===== config.mk =====
export PLATFORM = sky130hd
export DESIGN_NAME = tagged_block_comment_scanner_unit
export DESIGN_NICKNAME = d
export VERILOG_FILES = /design/src/tbcs_pkg.sv /design/src/tbcs_cell.sv /design/src/tagged_block_comment_scanner_unit.sv
export SDC_FILE = /design/constraint.sdc
export NUM_CORES = 2
export LEC_CHECK = 0
export BUFFER_PORTS_ARGS = -buffer_cell sky130_fd_sc_hd__buf_2
export CAP_MARGIN = 20
export CELL_PAD_IN_SITES_DETAIL_PLACEMENT = 1
export CELL_PAD_IN_SITES_GLOBAL_PLACEMENT = 2
export CORE_UTILIZATION = 40
export CTS_CLUSTER_SIZE = 14
export DETAILED_ROUTE_END_ITERATION = 8
export GPL_TIMING_DRIVEN = 0
export PLACE_DENSITY_LB_ADDON = 0.1
export SYNTH_ARGS = -nofsm -noshare
export SYNTH_HDL_FRONTEND = slang
export SYNTH_SLANG_ARGS = --single-unit
export TNS_END_PERCENT = 10

===== constraint.sdc =====
create_clock -name clk -period 38.4 [get_ports clk]
set_clock_uncertainty 0.15 [all_clocks]
set_input_delay 1.92 -clock clk [delete_from_list [all_inputs] [get_ports clk]]
set_output_delay 1.92 -clock clk [all_outputs]
set_load 0.01 [all_outputs]

===== src/tbcs_pkg.sv =====
`timescale 1ns / 1ps
// ----------------------------------------------------------------------------
// tbcs_pkg
// Shared types and constants for the tagged block comment scanner.
// ----------------------------------------------------------------------------
package tbcs_pkg;

    localparam int MAX_TAG = 30;
    localparam int WIN_LEN = MAX_TAG + 2;
    localparam int LEN_W   = $clog2(MAX_TAG + 1);
    localparam int CP_W    = 21;
    localparam int EV_W    = 3;

    typedef logic [CP_W-1:0]  cp_t;
    typedef logic [LEN_W-1:0] len_t;
    typedef logic [EV_W-1:0]  ev_t;

    localparam cp_t CP_HASH   = cp_t'(8'h23);
    localparam cp_t CP_LBRACE = cp_t'(8'h7B);
    localparam cp_t CP_RBRACE = cp_t'(8'h7D);
    localparam cp_t CP_SPACE  = cp_t'(8'h20);
    localparam cp_t CP_TAB    = cp_t'(8'h09);
    localparam cp_t CP_CR     = cp_t'(8'h0D);

    localparam ev_t EV_NONE  = 3'd0;
    localparam ev_t EV_START = 3'd1;
    localparam ev_t EV_TAG   = 3'd2;
    localparam ev_t EV_END   = 3'd3;
    localparam ev_t EV_UNFIN = 3'd4;
    localparam ev_t EV_NOTC  = 3'd5;

    localparam logic [2:0] PH_WAIT  = 3'd0;
    localparam logic [2:0] PH_BRACE = 3'd1;
    localparam logic [2:0] PH_TAG   = 3'd2;
    localparam logic [2:0] PH_SKIP  = 3'd3;
    localparam logic [2:0] PH_BODY  = 3'd4;

    // per-beat strobes broadcast along the cell row
    typedef struct packed {
        logic start;      // comment opened: reload fixed cells, drop tag
        logic tag_shift;  // new tag char enters at the first tag cell
        logic win_shift;  // body char enters window at cell 0
    } tbcs_ctrl_t;

endpackage


===== src/tbcs_cell.sv =====
`timescale 1ns / 1ps
// ----------------------------------------------------------------------------
// tbcs_cell
// One window position: holds a body char, the expected pattern char and an
// active flag; compares the incoming body char against its pattern.
// ----------------------------------------------------------------------------
module tbcs_cell (
    input  logic                clk,
    input  logic                rst_n,
    input  tbcs_pkg::tbcs_ctrl_t ctrl,
    input  logic                fixed,    // holds a closing-delimiter char
    input  tbcs_pkg::cp_t       pat_in,
    input  logic                act_in,
    input  tbcs_pkg::cp_t       win_in,
    output tbcs_pkg::cp_t       pat_out,
    output logic                act_out,
    output tbcs_pkg::cp_t       win_out,
    output logic                hit
);
    import tbcs_pkg::*;

    cp_t  win_reg;
    cp_t  pat_reg;
    logic act_reg;

    always_ff @(posedge clk or negedge rst_n)
    begin
        if (!rst_n)
        begin
            act_reg <= 1'b0;
        end
        else if (ctrl.start)
        begin
            act_reg <= fixed;
        end
        else if (ctrl.tag_shift && !fixed)
        begin
            act_reg <= act_in;
        end
    end

    always_ff @(posedge clk)
    begin
        if ((ctrl.start && fixed) || (ctrl.tag_shift && !fixed))
        begin
            pat_reg <= pat_in;
        end
        if (ctrl.win_shift)
        begin
            win_reg <= win_in;
        end
    end

    assign hit     = !act_reg || (win_in == pat_reg);
    assign pat_out = pat_reg;
    assign act_out = act_reg;
    assign win_out = win_reg;

endmodule


===== src/tagged_block_comment_scanner_unit.sv =====
`timescale 1ns / 1ps
// ----------------------------------------------------------------------------
// tagged_block_comment_scanner_unit
// Scans a code point stream for tagged block comments with a row of
// window/pattern cells; one event beat per input beat.
// ----------------------------------------------------------------------------
// Output: the result beat is registered in the cycle after its input beat is accepted.
// Throughput: 1 beat per cycle unless a held result waits on m_tready; the window compare (one
// comparator per cell plus an AND across the row) settles within that cycle.
// Reset: rst_n async low; back to waiting, tag length zero, no result held.
// Window contents are cleared at the start of every comment body.
module tagged_block_comment_scanner_unit (
    input  logic        clk,
    input  logic        rst_n,
    input  logic        s_tvalid,
    output logic        s_tready,
    input  logic [23:0] s_tdata,   // [20:0] code_point, [23:21] zero
    input  logic        s_tlast,   // end_of_input
    input  logic        s_tuser,   // [0] start_allowed
    output logic        m_tvalid,
    input  logic        m_tready,
    output logic [7:0]  m_tdata    // [2:0] event_res, [7:3] tag_count
);
    import tbcs_pkg::*;

    logic [2:0] phase_reg, phase_next;
    len_t       tag_len_reg, tag_len_next;
    logic       out_valid_reg;
    ev_t        out_event_reg;
    len_t       out_count_reg;

    ev_t        ev;
    len_t       cnt;
    tbcs_ctrl_t ctrl_raw, ctrl;
    logic       win_clear;
    logic       acc;
    logic       eoi, allow, ws, match;
    cp_t        c;

    cp_t  win_in  [WIN_LEN];
    cp_t  win_out [WIN_LEN];
    cp_t  pat_in  [WIN_LEN];
    cp_t  pat_out [WIN_LEN];
    logic act_in  [WIN_LEN];
    logic act_out [WIN_LEN];
    logic [WIN_LEN-1:0] hit;

    assign c     = s_tdata[CP_W-1:0];
    assign eoi   = s_tlast;
    assign allow = s_tuser;
    assign ws    = (c == CP_SPACE) || ((c >= CP_TAB) && (c <= CP_CR));

    assign s_tready = !out_valid_reg || m_tready;
    assign acc      = s_tvalid && s_tready;
    assign match    = &hit;

    always_comb
    begin
        phase_next   = phase_reg;
        tag_len_next = tag_len_reg;
        ev           = EV_NONE;
        cnt          = '0;
        ctrl_raw     = '0;
        win_clear    = 1'b0;
        case (phase_reg)
            PH_WAIT:
            begin
                if (!eoi && allow && (c == CP_LBRACE))
                begin
                    phase_next = PH_BRACE;
                end
            end
            PH_BRACE:
            begin
                if (!eoi && (c == CP_HASH))
                begin
                    ev             = EV_START;
                    tag_len_next   = '0;
                    phase_next     = PH_TAG;
                    ctrl_raw.start = 1'b1;
                end
                else
                begin
                    ev         = EV_NOTC;
                    phase_next = PH_WAIT;
                end
            end
            PH_TAG:
            begin
                if (eoi || ws)
                begin
                    if (tag_len_reg != '0)
                    begin
                        ev         = EV_TAG;
                        cnt        = tag_len_reg;
                        phase_next = PH_SKIP;
                    end
                    else if (eoi)
                    begin
                        ev         = EV_UNFIN;
                        phase_next = PH_WAIT;
                    end
                    else
                    begin
                        // empty tag: this whitespace is the first body char
                        win_clear          = 1'b1;
                        ctrl_raw.win_shift = 1'b1;
                        phase_next         = PH_BODY;
                        if (match)
                        begin
                            ev         = EV_END;
                            phase_next = PH_WAIT;
                        end
                    end
                end
                else
                begin
                    ctrl_raw.tag_shift = 1'b1;
                    tag_len_next       = tag_len_reg + len_t'(1);
                    if (tag_len_next >= len_t'(MAX_TAG))
                    begin
                        ev         = EV_TAG;
                        cnt        = tag_len_next;
                        phase_next = PH_SKIP;
                    end
                end
            end
            PH_SKIP:
            begin
                if (eoi)
                begin
                    ev         = EV_UNFIN;
                    phase_next = PH_WAIT;
                end
                else if (!ws)
                begin
                    win_clear          = 1'b1;
                    ctrl_raw.win_shift = 1'b1;
                    phase_next         = PH_BODY;
                    if (match)
                    begin
                        ev         = EV_END;
                        phase_next = PH_WAIT;
                    end
                end
            end
            PH_BODY:
            begin
                if (eoi)
                begin
                    ev         = EV_UNFIN;
                    phase_next = PH_WAIT;
                end
                else
                begin
                    ctrl_raw.win_shift = 1'b1;
                    if (match)
                    begin
                        ev         = EV_END;
                        phase_next = PH_WAIT;
                    end
                end
            end
            default:
            begin
                phase_next = PH_WAIT;
            end
        endcase
    end

    assign ctrl = acc ? ctrl_raw : '0;

    // cell 0 sees the newest char; pattern runs back from "}" "#" then the
    // tag, newest tag char first
    always_comb
    begin
        for (int k = 0; k < WIN_LEN; k++)
        begin
            if (k == 0)
            begin
                win_in[k] = c;
                pat_in[k] = CP_RBRACE;
                act_in[k] = 1'b1;
            end
            else if (k == 1)
            begin
                win_in[k] = win_clear ? '0 : win_out[k-1];
                pat_in[k] = CP_HASH;
                act_in[k] = 1'b1;
            end
            else if (k == 2)
            begin
                win_in[k] = win_clear ? '0 : win_out[k-1];
                pat_in[k] = c;
                act_in[k] = 1'b1;
            end
            else
            begin
                win_in[k] = win_clear ? '0 : win_out[k-1];
                pat_in[k] = pat_out[k-1];
                act_in[k] = act_out[k-1];
            end
        end
    end

    for (genvar g = 0; g < WIN_LEN; g++)
    begin : g_cell
        tbcs_cell u_cell (
            .clk     (clk),
            .rst_n   (rst_n),
            .ctrl    (ctrl),
            .fixed   ((g < 2) ? 1'b1 : 1'b0),
            .pat_in  (pat_in[g]),
            .act_in  (act_in[g]),
            .win_in  (win_in[g]),
            .pat_out (pat_out[g]),
            .act_out (act_out[g]),
            .win_out (win_out[g]),
            .hit     (hit[g])
        );
    end

    always_ff @(posedge clk or negedge rst_n)
    begin
        if (!rst_n)
        begin
            phase_reg     <= PH_WAIT;
            tag_len_reg   <= '0;
            out_valid_reg <= 1'b0;
        end
        else
        begin
            if (acc)
            begin
                phase_reg   <= phase_next;
                tag_len_reg <= tag_len_next;
            end
            if (acc)
            begin
                out_valid_reg <= 1'b1;
            end
            else if (m_tready)
            begin
                out_valid_reg <= 1'b0;
            end
        end
    end

    always_ff @(posedge clk)
    begin
        if (acc)
        begin
            out_event_reg <= ev;
            out_count_reg <= cnt;
        end
    end

    assign m_tvalid = out_valid_reg;
    assign m_tdata  = {out_count_reg, out_event_reg};

endmodule

==> flow_summary.yaml <==
synth:
  asyncSetResetFlopFracSynth_pct: 3.01
  synth_nets: 4238
  yosysWarnings: 0
  syn_area_per_cell_sq_um: 13.8
  ys_ff_latch: 1329
  synth.area.top_cells: "edfxtp_1 (67%), and2_1 (5.6%), xnor2_1 (3.4%)"
  synthFlopType: "edfxtp_1"
  synth_edf_count: 1289
  synthCells: 4205
  synth_area_sq_um: 58200
  yosysTopAreaCell: "edfxtp_1"
  synth.top_cell.area_share_pct: 66.5
  ys_types: 70
  yosysSeqAreaShare_pct: 68.2
critical_path:
  cp_max_fo: 10
  path_delay_family: "compound AO/OA/AOI/OAI gates"
  worstPathCellList: "buf_2 -> nor4_1 -> nand4_1 -> a211oi_2 -> clkbuf_1 -> buf_1 -> o211ai_1 -> a22oi_1 -> nand4_1 -> o41ai_1 -> o2111ai_1 -> nor4_1 -> nand4_1 -> o21ai_0"
  ff2ff_path_depth: 17
  crit-reg2reg-launch: "tag_len_reg[1]$_DFFE_PN0P_"
  cp.required_ns: 38.80
  cp.buffers_inverters: 3
  start_kind: "input pin"
  cp_slowest_stage_delay_ns: 1.09
  cpMostUsedCell: "nand4_1"
  slowest_stage: "o41ai_1"
  r2r_slack_ns: 29.90
  worstSetupEndpointType: "flip-flop"
  worstSetupPathType: "input pin to flip-flop"
  cp.arrival_ns: 9.40
  worst_r2r_endpoint: "out_event_reg[0]$_DFFE_PP_"
timing:
  fmax_mhz: 111
  period_share_pct: 23.4
  tightest_slew_ns: 1.25
  finalSetupViolCount: 0
  drv_slew: 0
  grt_setup_unrepaired: "no"
  whs_ns: 0.295
  finalHoldViolCount: 0
  totalNegativeSetupSlack_ns: 0
  slew_headroom_pct: 16.6
  min_period_ns: 9.00
floorplanning:
  dieWidth_microns: 383
  row_count: 139
  die_area_sq_um: 147000
  num_io_pins: 40
  initial_core_util_pct: 40.4
  dieHeight_microns: 383
  core_area_sq_um: 144000
global_routing:
  antenna_found_initial: 21
  grt_pass1_vias: 38729
  grt-ovfl-total: 0
  grt_pass1_wl_microns: 308000
  grt_util_all_layers_pct: 30.2
  grt_max_degree: 62
worst_hold_path:
  hp-class: "flip-flop to flip-flop"
  min_from: "g_cell[29].u_cell.pat_out[3]$_DFFE_PP_"
  whs_path_depth: 0
  holdPathEnd: "g_cell[30].u_cell.pat_out[3]$_DFFE_PP_"
cells_and_area:
  multi_input_area_sq_um: 17000
  ff_latch_area_sq_um: 39700
  syn_to_final_growth_pct: 15.0
  fillers: 14392
  largest_register_ffs: 651
  final_area_sq_um: 66900
  layout-drive-gt1-share_pct: 9.54
  nets: 4495
  final_util_pct: 46.5
  final_cell_mix: "edfxtp_1 (1289), and2_1 (521), nor2_1 (281)"
  final_common_cell: "edfxtp_1"
placed_design:
  io_buffers: 35
  hpwl_microns: 162000
  gp_congestion: 0.889
  place_area_sq_um: 62200
clock_tree:
  cts_sinks: 1329
  clock_path_buffers: 3
  cts_resized: 0
  cts_buffers: 151
  clk_pin_slew_ns: 0.06
  cts.htree.levels: 4
  clock_latency_ns: 0.79
  cts_tree: "yes"
  ctsRootBufferMaster: "clkbuf_16"
  postCtsSetupBuffers: 0
  ctsHoldBuffers: 0
detailed_routing:
  firstDrtPassIters: 5
  drc: 0
  post_drt_wl_per_cell_microns: 34.4
  avgViaCountPerCell: 6.02
  wl_microns: 223000
  num_vias: 39016
  ant_nets: 0
  drt_iter0_markers: 4217
pwr:
  p_per_area_nw_per_um2: 44.8
  ir_drop_mv: 0.0439
  p_total_mw: 3.00
  total_leakage_power_nw: 21.6
job:
  max_cap_viol_count: 0
run_status:
  status: "finished clean"
[stage by stage]
stage	setup WS [ns]	std cells
detailed placement	28.87	6212
global placement	-15.12	6143
finish	29.40	6486
floorplan	5.28	4205
CTS	29.68	6482
global route	29.39	6482
[worst max-delay path by stage]
stage	cells after the start	end	start	slack (ns)
floorplan	11	g_cell[0].u_cell.win_out[0]$_DFFE_PP_	s_tdata[0]	5.28
global placement	10	g_cell[29].u_cell.win_out[7]$_DFFE_PP_	s_tlast	-15.12
detailed placement	17	out_event_reg[0]$_DFFE_PP_	s_tdata[1]	28.87
CTS	14	out_event_reg[0]$_DFFE_PP_	s_tdata[12]	29.68
global route	14	out_event_reg[0]$_DFFE_PP_	s_tdata[12]	29.39
finish	14	out_event_reg[0]$_DFFE_PP_	s_tdata[12]	29.40
[final cells by class]
| cell class | instances | area share (%) |
|---|---|---|
| diodes | 4 | 0.0150 |
| plain buffers | 171 | 1.11 |
| clock buffers | 191 | 6.18 |
| clock inverters | 79 | 0.905 |
| inverters | 210 | 1.18 |
| multi-input cells | 2495 | 25.5 |
| flip-flops and latches | 1329 | 59.3 |
| well taps | 1903 | 3.56 |
| repair buffers | 104 | 2.25 |
[report_power, final]
part | leakage, nW | switching [mW] | internal (mW) | total, mW
clock | 2.32 | 0.606 | 0.808 | 1.41
sequential | 12.1 | 0.000623 | 1.57 | 1.57
combinational | 7.17 | 0.0109 | 0.00376 | 0.0146
total | 21.6 | 0.617 | 2.38 | 3.00
[logic make-up after synthesis]
kind of cell               after synthesis  share of synthesized area, %
and+or+nand+nor                       1307                          13.5
buffers and inverters                  381                          2.57
muxes                                    6                         0.110
xor gates and xnor gates               328                          4.94
adders and majority gates                3                        0.0645
DFF                                   1329                          68.2
AOI/OAI and AO/OA                      851                          10.6
[synthesized netlist by cell type (12+ instances only)]
| cell type | number |
|---|---|
| a2111oi_0 | 13 |
| a211oi_1 | 122 |
| a21o_1 | 12 |
| a21oi_1 | 47 |
| a22o_1 | 43 |
| a22oi_1 | 29 |
| a31oi_1 | 150 |
| and2_1 | 521 |
| buf_1 | 22 |
| buf_2 | 36 |
| clkbuf_1 | 109 |
| dfrtp_1 | 40 |
| edfxtp_1 | 1289 |
| inv_1 | 210 |
| nand2_1 | 60 |
| nand2b_1 | 13 |
| nand3_1 | 48 |
| nand4_1 | 59 |
| nor2_1 | 283 |
| nor3_1 | 30 |
| nor4_1 | 42 |
| nor4bb_1 | 144 |
| o2111ai_1 | 18 |
| o211ai_1 | 73 |
| o21ai_0 | 84 |
| o22ai_1 | 53 |
| o31ai_1 | 17 |
| o32ai_1 | 123 |
| o41ai_1 | 21 |
| or2_2 | 42 |
| or4_1 | 13 |
| xnor2_1 | 227 |
| xor2_1 | 101 |
[routing by layer]
layer / track usage [%] / vias up / share of wire [%]
met1: 41.7 / 20425 / 43
li1: - / 16729 / -
met4: 10.9 / 0 / 3.7
met2: 47.5 / 1542 / 46
met3: 5.52 / 320 / 6.9
met5: 0 / - / 0
Note: power is estimated with default switching activity, not from simulation.
